`config.mk`:
```
export PLATFORM = sky130hd
export DESIGN_NAME = heater_fan_safety_interlock
export DESIGN_NICKNAME = d
export VERILOG_FILES = /design/src/rtl/hfsi_pkg.sv /design/src/rtl/hfsi_csr.sv /design/src/rtl/hfsi_eval.sv /design/src/rtl/heater_fan_safety_interlock.sv
export SDC_FILE = /design/constraint.sdc
export NUM_CORES = 1
export LEC_CHECK = 0
export ABC_CLOCK_PERIOD_IN_PS = 5700
export BUFFER_PORTS_ARGS = -buffer_cell sky130_fd_sc_hd__buf_2
export CORE_MARGIN = 10
export CORE_UTILIZATION = 55
export CTS_CLUSTER_SIZE = 16
export DETAILED_ROUTE_END_ITERATION = 6
export PLACE_DENSITY_LB_ADDON = 0.05
export SETUP_SLACK_MARGIN = 0.02
export SLEW_MARGIN = 20
export SYNTH_ARGS = -nofsm -noshare
export SYNTH_HDL_FRONTEND = slang
export SYNTH_SLANG_ARGS = --single-unit
```
`constraint.sdc`:
```
create_clock -name clock -period 5.7 [get_ports clock]
set_input_delay 1.14 -clock clock [delete_from_list [all_inputs] [get_ports clock]]
set_output_delay 1.14 -clock clock [all_outputs]
set_load 0.01 [all_outputs]
```
`src/rtl/hfsi_pkg.sv`:
```
// ----------------------------------------------------------------------------
// hfsi_pkg: shared types and codes for the heater/fan safety interlock
// Transaction structs, configuration and state records, opcodes, alarm codes.
// ----------------------------------------------------------------------------
package hfsi_pkg;

   // Opcodes
   localparam logic [3:0] OP_FAN_REQ     = 4'd0;
   localparam logic [3:0] OP_HEATER_REQ  = 4'd1;
   localparam logic [3:0] OP_SAMPLE      = 4'd2;
   localparam logic [3:0] OP_FAN_FAULT   = 4'd3;
   localparam logic [3:0] OP_DURATION    = 4'd4;
   localparam logic [3:0] OP_RECOV_SENS  = 4'd5;
   localparam logic [3:0] OP_ESTOP       = 4'd6;
   localparam logic [3:0] OP_ACK         = 4'd7;
   localparam logic [3:0] OP_QUERY       = 4'd8;

   // Alarm codes
   localparam logic [2:0] ALARM_NONE     = 3'd0;
   localparam logic [2:0] ALARM_SENSOR   = 3'd1;
   localparam logic [2:0] ALARM_CUTOFF   = 3'd2;
   localparam logic [2:0] ALARM_FAN      = 3'd3;
   localparam logic [2:0] ALARM_DURATION = 3'd4;
   localparam logic [2:0] ALARM_ESTOP    = 3'd5;

   // Status codes
   localparam logic STATUS_OK     = 1'b0;
   localparam logic STATUS_REJECT = 1'b1;

   // CSR indexes
   localparam logic [1:0] CSR_FAN_FLOOR = 2'd0;
   localparam logic [1:0] CSR_CUTOFF    = 2'd1;
   localparam logic [1:0] CSR_WARNING   = 2'd2;
   localparam logic [1:0] CSR_FAN_STOP  = 2'd3;

   localparam int CSR_INDEX_W = 2;
   localparam int CSR_DATA_W  = 16;

   // CSR reset values
   localparam logic [6:0]         FAN_FLOOR_RST = 7'd30;
   localparam logic signed [15:0] CUTOFF_RST    = 16'sd4160;
   localparam logic signed [15:0] WARNING_RST   = 16'sd3840;
   localparam logic signed [15:0] FAN_STOP_RST  = 16'sd800;

   localparam logic [6:0] PCT_MAX = 7'd100;

   typedef struct packed {
      logic [3:0]         opcode;
      logic [6:0]         pct;
      logic signed [15:0] temperature;
      logic               sample_valid;
   } req_type;

   typedef struct packed {
      logic       status;
      logic [6:0] fan_level;
      logic [6:0] heater_level;
      logic [2:0] alarm_code;
      logic       needs_ack;
      logic       temp_warning;
   } rsp_type;

   typedef struct packed {
      logic [6:0]         fan_floor_pct;
      logic signed [15:0] cutoff_temp;
      logic signed [15:0] warning_temp;
      logic signed [15:0] fan_stop_temp;
   } cfg_type;

   typedef struct packed {
      logic [2:0]         active_alarm;
      logic               ack_pending;
      logic               last_valid;
      logic signed [15:0] last_temp;
      logic [6:0]         fan_cmd;
      logic [6:0]         heater_cmd;
   } state_type;

endpackage

```
`src/rtl/hfsi_csr.sv`:
```
// ----------------------------------------------------------------------------
// hfsi_csr: configuration registers
// Write-only thresholds and fan floor, loaded from the CSR write port.
// ----------------------------------------------------------------------------
module hfsi_csr (
   input  logic                                clock,
   input  logic                                reset,
   input  logic                                csr_we,
   input  logic [hfsi_pkg::CSR_INDEX_W-1:0]    csr_index,
   input  logic [hfsi_pkg::CSR_DATA_W-1:0]     csr_wdata,
   output hfsi_pkg::cfg_type                   cfg
);
   import hfsi_pkg::*;

   cfg_type cfg_ff;
   cfg_type cfg_in;

   always_comb begin
      cfg_in = cfg_ff;
      if (csr_we) begin
         case (csr_index)
            CSR_FAN_FLOOR: cfg_in.fan_floor_pct = csr_wdata[6:0];
            CSR_CUTOFF:    cfg_in.cutoff_temp   = $signed(csr_wdata[15:0]);
            CSR_WARNING:   cfg_in.warning_temp  = $signed(csr_wdata[15:0]);
            CSR_FAN_STOP:  cfg_in.fan_stop_temp = $signed(csr_wdata[15:0]);
            default:       cfg_in = cfg_ff;
         endcase
      end
   end

   always_ff @(posedge clock) begin
      if (reset) begin
         cfg_ff.fan_floor_pct <= FAN_FLOOR_RST;
         cfg_ff.cutoff_temp   <= CUTOFF_RST;
         cfg_ff.warning_temp  <= WARNING_RST;
         cfg_ff.fan_stop_temp <= FAN_STOP_RST;
      end else begin
         cfg_ff <= cfg_in;
      end
   end

   assign cfg = cfg_ff;

endmodule

```
`src/rtl/hfsi_eval.sv`:
```
// ----------------------------------------------------------------------------
// hfsi_eval: interlock rules
// Evaluates one event against the current state; gives next state and result.
// ----------------------------------------------------------------------------
module hfsi_eval (
   input  hfsi_pkg::req_type   req,
   input  hfsi_pkg::cfg_type   cfg,
   input  hfsi_pkg::state_type cur,
   output hfsi_pkg::state_type nxt,
   output hfsi_pkg::rsp_type   rsp
);
   import hfsi_pkg::*;

   function automatic state_type raise_alarm(input state_type s, input logic [2:0] code);
      state_type r;
      r              = s;
      r.heater_cmd   = '0;
      r.active_alarm = code;
      r.ack_pending  = 1'b1;
      return r;
   endfunction

   logic status;
   logic warn;
   logic pct_zero;
   logic pct_over;
   logic below_floor;
   logic fan_below_floor;
   logic cool_ok;
   logic at_cutoff;
   logic at_warning;

   assign pct_zero        = (req.pct == 7'd0);
   assign pct_over        = (req.pct > PCT_MAX);
   assign below_floor     = (req.pct < cfg.fan_floor_pct);
   assign fan_below_floor = (cur.fan_cmd < cfg.fan_floor_pct);
   // fan may stop only with a valid sample below the stop level
   assign cool_ok    = cur.last_valid && ($signed(cur.last_temp) < $signed(cfg.fan_stop_temp));
   assign at_cutoff  = $signed(req.temperature) >= $signed(cfg.cutoff_temp);
   assign at_warning = $signed(req.temperature) >= $signed(cfg.warning_temp);

   always_comb begin
      nxt    = cur;
      status = STATUS_OK;
      warn   = 1'b0;
      case (req.opcode)
         OP_FAN_REQ: begin
            if (cur.ack_pending) begin
               status = STATUS_REJECT;
            end else if (pct_zero && !cool_ok) begin
               status = STATUS_REJECT;
            end else if ((cur.heater_cmd != 7'd0) && below_floor) begin
               status = STATUS_REJECT;
            end else if (pct_over) begin
               status = STATUS_REJECT;
            end else begin
               nxt.fan_cmd = req.pct;
            end
         end
         OP_HEATER_REQ: begin
            if (cur.ack_pending) begin
               status = STATUS_REJECT;
            end else if (!pct_zero && (fan_below_floor || !cur.last_valid)) begin
               status = STATUS_REJECT;
            end else if (pct_over) begin
               status = STATUS_REJECT;
            end else begin
               nxt.heater_cmd = req.pct;
            end
         end
         OP_SAMPLE: begin
            nxt.last_temp  = req.temperature;
            nxt.last_valid = req.sample_valid;
            if (!req.sample_valid) begin
               if (cur.heater_cmd != 7'd0) begin
                  nxt = raise_alarm(nxt, ALARM_SENSOR);
               end
            end else if (at_cutoff) begin
               nxt = raise_alarm(nxt, ALARM_CUTOFF);
            end else if (at_warning && (cur.active_alarm == ALARM_NONE)) begin
               warn = 1'b1;
            end
         end
         OP_FAN_FAULT:  nxt = raise_alarm(cur, ALARM_FAN);
         OP_DURATION:   nxt = raise_alarm(cur, ALARM_DURATION);
         OP_RECOV_SENS: nxt = raise_alarm(cur, ALARM_SENSOR);
         OP_ESTOP:      nxt = raise_alarm(cur, ALARM_ESTOP);
         OP_ACK: begin
            if (!cur.ack_pending) begin
               status = STATUS_REJECT;
            end else begin
               nxt.ack_pending  = 1'b0;
               nxt.active_alarm = ALARM_NONE;
            end
         end
         OP_QUERY: begin
            status = STATUS_OK;
         end
         default: begin
            status = STATUS_REJECT;
         end
      endcase
   end

   always_comb begin
      rsp.status       = status;
      rsp.fan_level    = nxt.fan_cmd;
      rsp.heater_level = nxt.heater_cmd;
      rsp.alarm_code   = nxt.active_alarm;
      rsp.needs_ack    = nxt.ack_pending;
      rsp.temp_warning = warn;
   end

endmodule

```
`src/rtl/heater_fan_safety_interlock.sv`:
```
// ----------------------------------------------------------------------------
// heater_fan_safety_interlock: heater and fan command interlock
// Path: input reg, then result reg, from req acceptance to rsp_valid.
// Throughput: one transaction per cycle unless rsp_ready stalls; the rules
// logic between the registers updates state in the same cycle it forms a result.
// Reset (synchronous, active high): no alarm, no ack pending, no valid sample,
// fan and heater at 0, thresholds at their defaults; both stages emptied.
// ----------------------------------------------------------------------------
module heater_fan_safety_interlock (
   input  logic                                clock,
   input  logic                                reset,
   // event channel
   input  logic                                req_valid,
   output logic                                req_ready,
   input  hfsi_pkg::req_type                   req,
   // result channel
   output logic                                rsp_valid,
   input  logic                                rsp_ready,
   output hfsi_pkg::rsp_type                   rsp,
   // configuration write port
   input  logic                                csr_we,
   input  logic [hfsi_pkg::CSR_INDEX_W-1:0]    csr_index,
   input  logic [hfsi_pkg::CSR_DATA_W-1:0]     csr_wdata
);
   import hfsi_pkg::*;

   cfg_type   cfg;

   // Input stage: holds one accepted transaction until it is evaluated.
   logic      in_valid_ff;
   req_type   in_ff;

   // Interlock state, updated as a transaction moves into the result stage.
   state_type state_ff;
   state_type state_in;

   // Result stage: doubles as the skid between the rules and the consumer.
   logic      out_valid_ff;
   rsp_type   out_ff;
   rsp_type   rsp_in;

   logic      advance;

   // The result register can take a new result when empty or being drained.
   // The input register refills whenever it empties or moves forward, so a
   // transaction can enter every cycle while the consumer keeps up.
   assign advance   = in_valid_ff && (!out_valid_ff || rsp_ready);
   assign req_ready = !in_valid_ff || advance;

   hfsi_csr u_csr (
      .clock     (clock),
      .reset     (reset),
      .csr_we    (csr_we),
      .csr_index (csr_index),
      .csr_wdata (csr_wdata),
      .cfg       (cfg)
   );

   hfsi_eval u_eval (
      .req (in_ff),
      .cfg (cfg),
      .cur (state_ff),
      .nxt (state_in),
      .rsp (rsp_in)
   );

   // control and state
   always_ff @(posedge clock) begin
      if (reset) begin
         in_valid_ff  <= 1'b0;
         out_valid_ff <= 1'b0;
         state_ff     <= '0;
      end else begin
         if (req_ready) begin
            in_valid_ff <= req_valid;
         end
         if (advance) begin
            out_valid_ff <= 1'b1;
            state_ff     <= state_in;
         end else if (rsp_ready) begin
            out_valid_ff <= 1'b0;
         end
      end
   end

   // payload, no reset needed
   always_ff @(posedge clock) begin
      if (req_ready && req_valid) begin
         in_ff <= req;
      end
      if (advance) begin
         out_ff <= rsp_in;
      end
   end

   assign rsp_valid = out_valid_ff;
   assign rsp       = out_ff;

endmodule

```
* Word level (Yosys, flattened, before mapping)
Index checks and enable logic that the tools add are counted.
Cells by class: multiply operators 0, $add $sub $neg 0, bitwise operators 2, shift-type cells 0, mux-type cells 25, div/mod/pow operators 0, reductions and logical operators 29, $lt $le $gt $ge 6, eq/ne operators 11
Operators with widths (number):
- $mux 35 | 3
- $mux 7 | 7
- $ge 16x16->1 | 2
- $pmux 4 s6 | 1
- $pmux 7 s3 | 1
- $eq 4x3->1 const B | 4
- $lt 16x16->1 | 1
- $lt 7x7->1 | 2
- $pmux 7 s2 | 1
- $mux 1 | 10
- $reduce_and 2->1 | 5
- $eq 4x2->1 const B | 2
- $gt 7x7->1 const B | 1
- $logic_and 1x1->1 | 7
- $logic_not 7->1 | 1
- $reduce_bool 7->1 | 1
- $reduce_or 6->1 | 1
- $logic_not 1->1 | 5
- $eq 2x2->1 const B | 2
- $eq 4x1->1 const B | 1
- $eq 4x4->1 const B | 1
- $logic_not 4->1 | 1
- $mux 4 | 1
- $pmux 1 s4 | 1
- other kinds (8) | 11
Word-level totals: bits of input ports 51, bits in writable memories 0, bits in latches 0, word-level logic and storage cells 95, memories 0, flip-flop bits (word level) 140, bits in read-only memories 0

* Depth between registers and ports, before layout
Gate-level depths: netlist (run 1).
word-level depth 7, depth in mapped cells 10

* Modules after synthesis
From an unflattened synthesis (run 1), not the netlist that was laid out.
Second synthesis, totals: cell total of the unflattened synthesis 795, area, all modules 7810.0 µm²
Modules (own cells, without submodules):
- heater_fan_safety_interlock | area an instance 3105.5 µm², instances 1, cells each 210
- hfsi_eval | area an instance 2443.6 µm², instances 1, cells each 371
- hfsi_csr | area an instance 2260.9 µm², instances 1, cells each 214

* Worst setup path after synthesis (run 1)
No wires, ideal clock.
path kind input to register, start point in rsp_ready, end point reg state_ff[12] (netlist bit), slack 2881 ps, arrival 2733 ps, stages 6, required time 5614 ps, path through nor2b_1 nand2b_1 inv_1 nand3_1 or4_4 a221oi_2
On the way: longest elaborated chain between the ends 2
Ends and longest elaborated chain:
- from (decl) | RTL line heater_fan_safety_interlock.sv:18 | input logic rsp_ready,
- $logic_or 1x1->1 | RTL line heater_fan_safety_interlock.sv:47 | assign advance = in_valid_ff && (!out_valid_ff || rsp_ready);
- $logic_and 1x1->1 | RTL line heater_fan_safety_interlock.sv:47
- net advance | RTL line heater_fan_safety_interlock.sv:42 | logic advance;
- to (signal assigned) | RTL line heater_fan_safety_interlock.sv:79 | state_ff <= state_in;
- to (decl) | RTL line heater_fan_safety_interlock.sv:34 | state_type state_ff;
The timed path passes the listed nets, and every way through them passes these cells. A chain may end at the register's enable or synchronous reset.

* Worst setup path after layout (run 1)
start point in rsp_ready, end point reg state_ff[9] (netlist bit)
The elaborated chain is that of the path after synthesis.

==> summary.md, run 1 <==
| Metric | Value |
|---|---|
| Post-synth EDFFs | 48 |
| Root Driver | clkbuf_16 |
| Synth Instances | 741 |
| Endpoint type of the worst setup path | flop |
| Max_cap viols | 0 |
| Placed insts | 955 |
| Final HPWL DP | 11700 um |
| Worst path cell trace | buf_2, nor2b_1, nand2b_1, inv_1, nand3_1, nor4_4, mux2i_1 |
| Io pins | 73 |
| CTS resizes | 0 |
| PD cells | 296 nW/um2 |
| WL final | 16100 um |
| Post-Syn Area per Cell | 9.35 um2 |
| Startpoint types | input port |
| H-tree lvl count | 4 |
| Vias/cell | 5.54 |
| Core area | 12200 um2 |
| Hold_buf cts | 0 |
| Clock slew at reported path FFs | 60 ps |
| Hold Slack | 454 ps |
| Area growth syn-to-layout | 15.3% |
| First-iteration detailed-routing DRC count | 524 |
| RR Endpoint | rsp[8] |
| Largest net degree at the start of global routing | 95 |
| Ys async rst share | 0% |
| Worst r2r path cells | 8 |
| RSZ-0062 raised after global routing | false |
| Worst-Margin Slew | 1060 ps |
| Critical R2R Launch | in_ff[16] |
| Hold_sp | u_csr.cfg[10] |
| Worst setup margin | 2620 ps |
| Commonest non-fill, non-tap cell in the layout | nand2_1 |
| Gr usage total | 18.6% |
| Final period utilization | 54.0% |
| Row count | 40 |
| # setup viols final | 0 |
| # fillers | 989 |
| Cell Area, Synth | 6930 um2 |
| Final std cells w/o fill | 987 |
| Setup tns final | 0 ps |
| Slew margin rel. | 28.9% |
| Final-report hold violation count | 0 |
| DRC Markers | 0 |
| Synth Flop Type | dfxtp_1 |
| Initial core utilization | 57.0% |
| Worst setup startpoint | rsp_ready |
| Sequential fraction of the synthesis area | 47.4% |
| Min-delay worst type | reg2reg |
| CTS Buf Count | 17 |
| Initial antenna violation count | 1 |
| Final net count | 916 |
| Leakage Power | 3.24 nW |
| Worst setup path endpoint | state_ff[9] |
| Postcts setup bufs | 0 |
| Status | completed |
| Min cycle time layout | 3080 ps |
| Port bufs | 72 |
| Share of cells above drive strength 1 | 15.4% |
| Sink Count | 140 |
| GP Congestion | 0.906 |
| Crit path DAT | 3430 ps |
| Synth unique cells | 62 |
| CP Class | in2reg |
| R2R Setup Slk | 2770 ps |
| Post-DP Area | 7410 um2 |
| Fmax | 325 MHz |
| WL/cell | 16.3 um |
| Peak VDD IR | 0.243 mV |
| Max incr delay on CP | 770 ps |
| First-pass GRT wire length | 26300 um |
| Syn_nets | 851 |
| Die ar. | 17500 um2 |
| CP Data Required Time | 6050 ps |
| Pre-CTS setup slack | 2240 ps |
| Critical Path Fanout Max | 25 |
| Worst skew pair latency | 420 ps |
| Slew Viols, Final | 0 |
| Die height | 132 um |
| Final ANT Viol Nets | 0 |
| Crit-path slowest cell | inv_1 |
| DRT Pass-1 Iters | 5 |
| Vias in the first global route | 5505 |
| Synthesized flop and latch total | 140 |
| Design Area, Final | 7990 um2 |
| GR Overflow Total | 0 |
| Commonest cells after routing, fill and taps aside | nand2_1, dfxtp_1, a21oi_1 |
| Yosys warnings | 0 |
| Clock buffer depth | 2 |
| CTS tree | yes |
| Vias post-DR | 5464 |
| Clk_skew | 5.45 ps |
| Ant diodes | 0 |
| Die X | 132 um |
## through the flow
stage | total power, mW | util, %
floorplan | 1.25 | -
global placement | 1.31 | 60.9
detailed placement | 1.32 | 60.9
CTS | 2.38 | 65.7
global route | 2.46 | 65.7
finish | 2.36 | 65.7
## flip-flops by register name, indices dropped and copies added, names as in the netlist
| register | cells |
|---|---|
| in_valid_ff | 1 |
| state_ff | 35 |
| in_ff | 28 |
| rsp | 20 |
| rsp_valid | 1 |
| u_csr.cfg | 55 |
## Yosys cell counts, types with 3 or more instances
cell	instances	share of area (%)
a22o_1	10	1.3
and4_1	5	0.63
nand3b_1	7	0.76
o21ai_0	16	1.2
a211oi_1	8	0.87
edfxtp_1	48	21
a211o_1	9	1.1
nor3_1	11	0.79
nor2b_1	7	0.63
nand4_1	5	0.45
a21oi_1	77	5.6
a21o_1	8	0.87
inv_1	61	3.3
nor2_1	37	2.0
mux2i_1	7	1.0
nand3_1	5	0.36
and2_1	5	0.45
clkbuf_1	28	1.5
nand2_1	145	7.9
mux2_4	6	1.3
ha_1	59	11
or2_2	3	0.27
nand2b_1	22	2.0
o21a_1	5	0.54
dfxtp_1	92	27
a31oi_1	4	0.36
o31ai_1	4	0.43
nor4_1	4	0.36
## metal layers
metal | wire, um | GRT usage (%)
met5 | 0 | 0
met4 | 517 | 9.84
met3 | 893 | 4.76
met2 | 7760 | 30.8
met1 | 6890 | 21.6
## worst max-delay path: cells and delay by family
kind | cells | cell delay [ps]
AND/OR/NAND/NOR | 4 | 1190
buffers and inverters | 2 | 850
multiplexers | 1 | 250
## cell type report
class	count	area [um2]	share of cell area (%)
clock buffer	26	520	6.52
clock inverter	6	56.3	0.705
inverter	61	229	2.87
multi-input combinational	511	3310	41.4
sequential	140	3280	41.1
tap	168	210	2.63
timing repair buffer	75	383	4.79
## cell families (layout without fill, tap and decap cells)
family | after synthesis | after routing | synth area share (%)
compound gates | 171 | 171 | 16.5
fa+ha+maj | 59 | 59 | 10.7
buf+inv | 90 | 168 | 4.98
flops | 140 | 140 | 47.4
mux | 13 | 13 | 2.31
simple gates | 268 | 268 | 18.2
## worst min path at each step
stage                                to  cells after the start
after detailed placement  u_csr.cfg[45]                      2
after global routing       state_ff[29]                      2
final                     u_csr.cfg[10]                      2
after floorplan            state_ff[14]                      2
after CTS                 u_csr.cfg[45]                      2
after global placement     state_ff[14]                      2
## where the power goes
part           internal (mW)  total (mW)  leakage (nW)  switching (mW)
combinational         0.0793       0.202          1.75           0.122
sequential              1.07        1.10          1.21          0.0300
clock                  0.668        1.06         0.283           0.390
No activity file was read; power rests on OpenSTA's default activity.
==> inputs of run 2 (changes only) <==
--- a/config.mk
+++ b/config.mk
@@ -5,10 +5,10 @@
 export SDC_FILE = /design/constraint.sdc
 export NUM_CORES = 1
 export LEC_CHECK = 0
-export ABC_CLOCK_PERIOD_IN_PS = 5700
+export ABC_CLOCK_PERIOD_IN_PS = 2500
 export BUFFER_PORTS_ARGS = -buffer_cell sky130_fd_sc_hd__buf_2
 export CORE_MARGIN = 10
-export CORE_UTILIZATION = 55
+export CORE_UTILIZATION = 53
 export CTS_CLUSTER_SIZE = 16
 export DETAILED_ROUTE_END_ITERATION = 6
 export PLACE_DENSITY_LB_ADDON = 0.05
==> constraint.sdc (replaced) <==
create_clock -name clock -period 2.5 [get_ports clock]
set_input_delay 0.5 -clock clock [delete_from_list [all_inputs] [get_ports clock]]
set_output_delay 0.5 -clock clock [all_outputs]
set_load 0.01 [all_outputs]
==> run 2 against run 1 <==
Final area is 7.3% higher. Flip-flop and latch count unchanged. Clock power is 130% higher. Highest routed layer unchanged.
==> summary.md, run 2 (synthesis gave the netlist of run 1 again) <==
| Metric | Value |
|---|---|
| Vias/cell | 5.37 (was 5.54) |
| DRT Pass-1 Iters | 4 (was 5) |
| Critical Path Fanout Max | 3 (was 25) |
| Grt met3 use | 5.23% (was 4.76%) |
| Core area | 12700 um2 (was 12200 um2) |
| Slew margin rel. | 53.3% (was 28.9%) |
| GRT busiest layer | met2 (unchanged) |
| WL final | 16900 um (was 16100 um) |
| Share of cells above drive strength 1 | 23.6% (was 15.4%) |
| Final period utilization | 98.0% |
| Worst skew pair latency | 420 ps (about the same) |
| WL/cell | 16.3 um (about the same) |
| Initial antenna violation count | 0 (was 1) |
| Final std cells w/o fill | 1037 (was 987) |
| Commonest cells after routing, fill and taps aside | nand2_1, dfxtp_1, a21oi_1 (unchanged) |
| GR Overflow Total | 0 (unchanged) |
| Final ANT Viol Nets | 0 (unchanged) |
| Commonest non-fill, non-tap cell in the layout | nand2_1 (unchanged) |
| Final net count | 962 (was 916) |
| Sink Count | 140 (unchanged) |
| Met1 GRT Util | 22.5% (was 21.6%) |
| Die ar. | 18000 um2 (was 17500 um2) |
| Clock buffer depth | 2 (unchanged) |
| Largest net degree at the start of global routing | 56 (was 95) |
| Crit-path slowest cell | edfxtp_1 (was inv_1) |
| Worst r2r path cells | 10 (was 8) |
| H-tree lvl count | 4 (unchanged) |
| DRC Markers | 0 (unchanged) |
| Ant diodes | 0 (unchanged) |
| Pre-CTS setup slack | -93.4 ps (was 2240 ps) |
| CP Data Required Time | 2670 ps (was 6050 ps) |
| # fillers | 1071 (was 989) |
| RR Endpoint | rsp[11] (was rsp[8]) |
| Area growth syn-to-layout | 23.7% (was 15.3%) |
| Sequential Area | 3290 um2 (was 3280 um2) |
| Max_cap viols | 0 (unchanged) |
| Io pins | 73 (unchanged) |
| Final-report hold violation count | 0 (unchanged) |
| Hold Crit Endpoint | in_ff[16] (was u_csr.cfg[10]) |
| RSZ-0062 raised after global routing | true (was false) |
| CTS tree | yes (unchanged) |
| Hold Crit Depth | 1 (was 2) |
| Final HPWL DP | 12400 um (was 11700 um) |
| Endpoint type of the worst setup path | flop (unchanged) |
| Die height | 134 um (was 132 um) |
| Worst path cell trace | ha_4, nand4_1, nor3_2, a21o_1, nor2_2, a211oi_2, buf_4, buf_6, nand2b_1, a22o_1 (was buf_2, nor2b_1, nand2b_1, inv_1, nand3_1, nor4_4, mux2i_1) |
| Min-delay worst type | in2reg (was reg2reg) |
| Slew Viols, Final | 0 (unchanged) |
| Hold_sp | req[16] (was u_csr.cfg[10]) |
| CP bufs+invs | 2 (unchanged) |
| Delay-heaviest family, CP | compound AO/OA/AOI/OAI gates (was simple AND/OR/NAND/NOR gates) |
| Clk_skew | 8.25 ps (was 5.45 ps) |
| CTS Buf Count | 17 (unchanged) |
| First-pass GRT wire length | 28100 um (was 26300 um) |
| Die X | 134 um (was 132 um) |
| Initial core utilization | 54.5% (was 57.0%) |
| Row count | 41 (was 40) |
| Vias in the first global route | 5779 (was 5505) |
| # setup viols final | 0 (unchanged) |
| Peak VDD IR | 0.429 mV (was 0.243 mV) |
| Startpoint types | flop (was input port) |
| Area taken by multi-input logic gates | 3510 um2 (was 3310 um2) |
| Critical R2R Launch | in_ff[12] (was in_ff[16]) |
| Worst-Margin Slew | 701 ps (was 1060 ps) |
| Root Driver | clkbuf_16 (unchanged) |
| Crit path DAT | 2620 ps (was 3430 ps) |
| Vias post-DR | 5570 (was 5464) |
| PD cells | 644 nW/um2 (was 296 nW/um2) |
| Placed insts | 1000 (was 955) |
| Fmax | 408 MHz |
| CP Class | reg2reg (was in2reg) |
| Leakage Power | 3.49 nW (was 3.24 nW) |
| Status | completed (unchanged) |
| Worst setup margin | 50.5 ps (was 2620 ps) |
| First-iteration detailed-routing DRC count | 457 (was 524) |
| R2R Setup Slk | 50 ps (was 2770 ps) |
| GP Congestion | 0.871 (was 0.906) |
| Port bufs | 72 (unchanged) |
| Clock slew at reported path FFs | 60 ps (about the same) |
| Max incr delay on CP | 440 ps (was 770 ps) |
| Met2 Usage GRT | 32.8% (was 30.8%) |
| Largest register FFs | 55 (unchanged) |
| Min cycle time layout | 2450 ps |
| Gr usage total | 19.0% (was 18.6%) |
## run 2: changes by cell type in the layout (fill, tap and decap cells not counted), moves of 4 or more
cell / delta
a211oi_2: +4
ha_4: +6
dfxtp_2: +6
buf_4: +42
dfxtp_1: -6
o21ai_0: -4
ha_1: -7
a211oi_1: -4
## run 2: where the power goes
part           internal [mW]  switching, mW  total, mW
combinational          0.248          0.332      0.580
sequential              2.44         0.0491       2.49
clock                   1.54          0.910       2.45
## run 2: timing repair
| action | 4_1_cts | 5_1_grt |
|---|---|---|
| buffers inserted | 1 | 4 |
| endpoints found under the setup margin | 31 | 35 |
| gates resized for setup | 12 | 37 |
| hold buffers | 0 | 0 |
| hold endpoints to repair | 0 | 0 |
| pin swaps | 8 | 28 |
## run 2: stage by stage
| stage | cell area (um2) | util [%] | TNS, ps | hold slack (ps) | power, mW |
|---|---|---|---|---|---|
| floorplan | 6930 | - | 0 | 431 | 2.84 |
| CTS | 8370 | 65.8 | 0 | 236 | 5.52 |
| global route | 8570 | 67.4 | -651 | 234 | 5.74 |
| finish | 8570 | 67.4 | 0 | 253 | 5.52 |
| detailed placement | 7730 | 60.8 | -1090 | 447 | 3.06 |
| global placement | 7730 | 60.8 | -269 | 441 | 3.05 |
## run 2: worst reg2reg max path, delay by kind of cell (launching register included)
kind                       cells  cell delay [ps]
buffers and inverters          2              300
AOI/OAI and AO/OA              3              590
adders and majority gates      1              300
DFF                            1              440
and+or+nand+nor                4              570
## run 2: layout make-up
cell class | instances | area share [%]
clock buffers | 25 | 5.66
flip-flops and latches | 140 | 38.4
inverters | 61 | 2.67
clock inverters | 7 | 1.04
multi-input cells | 511 | 41.0
well taps | 172 | 2.51
repair buffers | 121 | 8.77
## run 2: routing by layer
layer,part of all wire [%],vias up
li1,-,2825
met1,44,2598
met2,49,125
met3,5.7,22
met4,1.3,0
met5,0,-
## run 2: worst max path at each step
stage / slack [ps] / cells after the start / start / endpoint
final: 50 / 10 / in_ff[12] / rsp[11]
after global routing: -70 / 10 / in_ff[12] / rsp[11]
after CTS: 20 / 10 / in_ff[10] / rsp[0]
after detailed placement: -90 / 9 / in_ff[14] / rsp[8]
after global placement: -40 / 9 / in_ff[14] / rsp[8]
after floorplan: 40 / 10 / u_csr.cfg[7] / rsp[12]
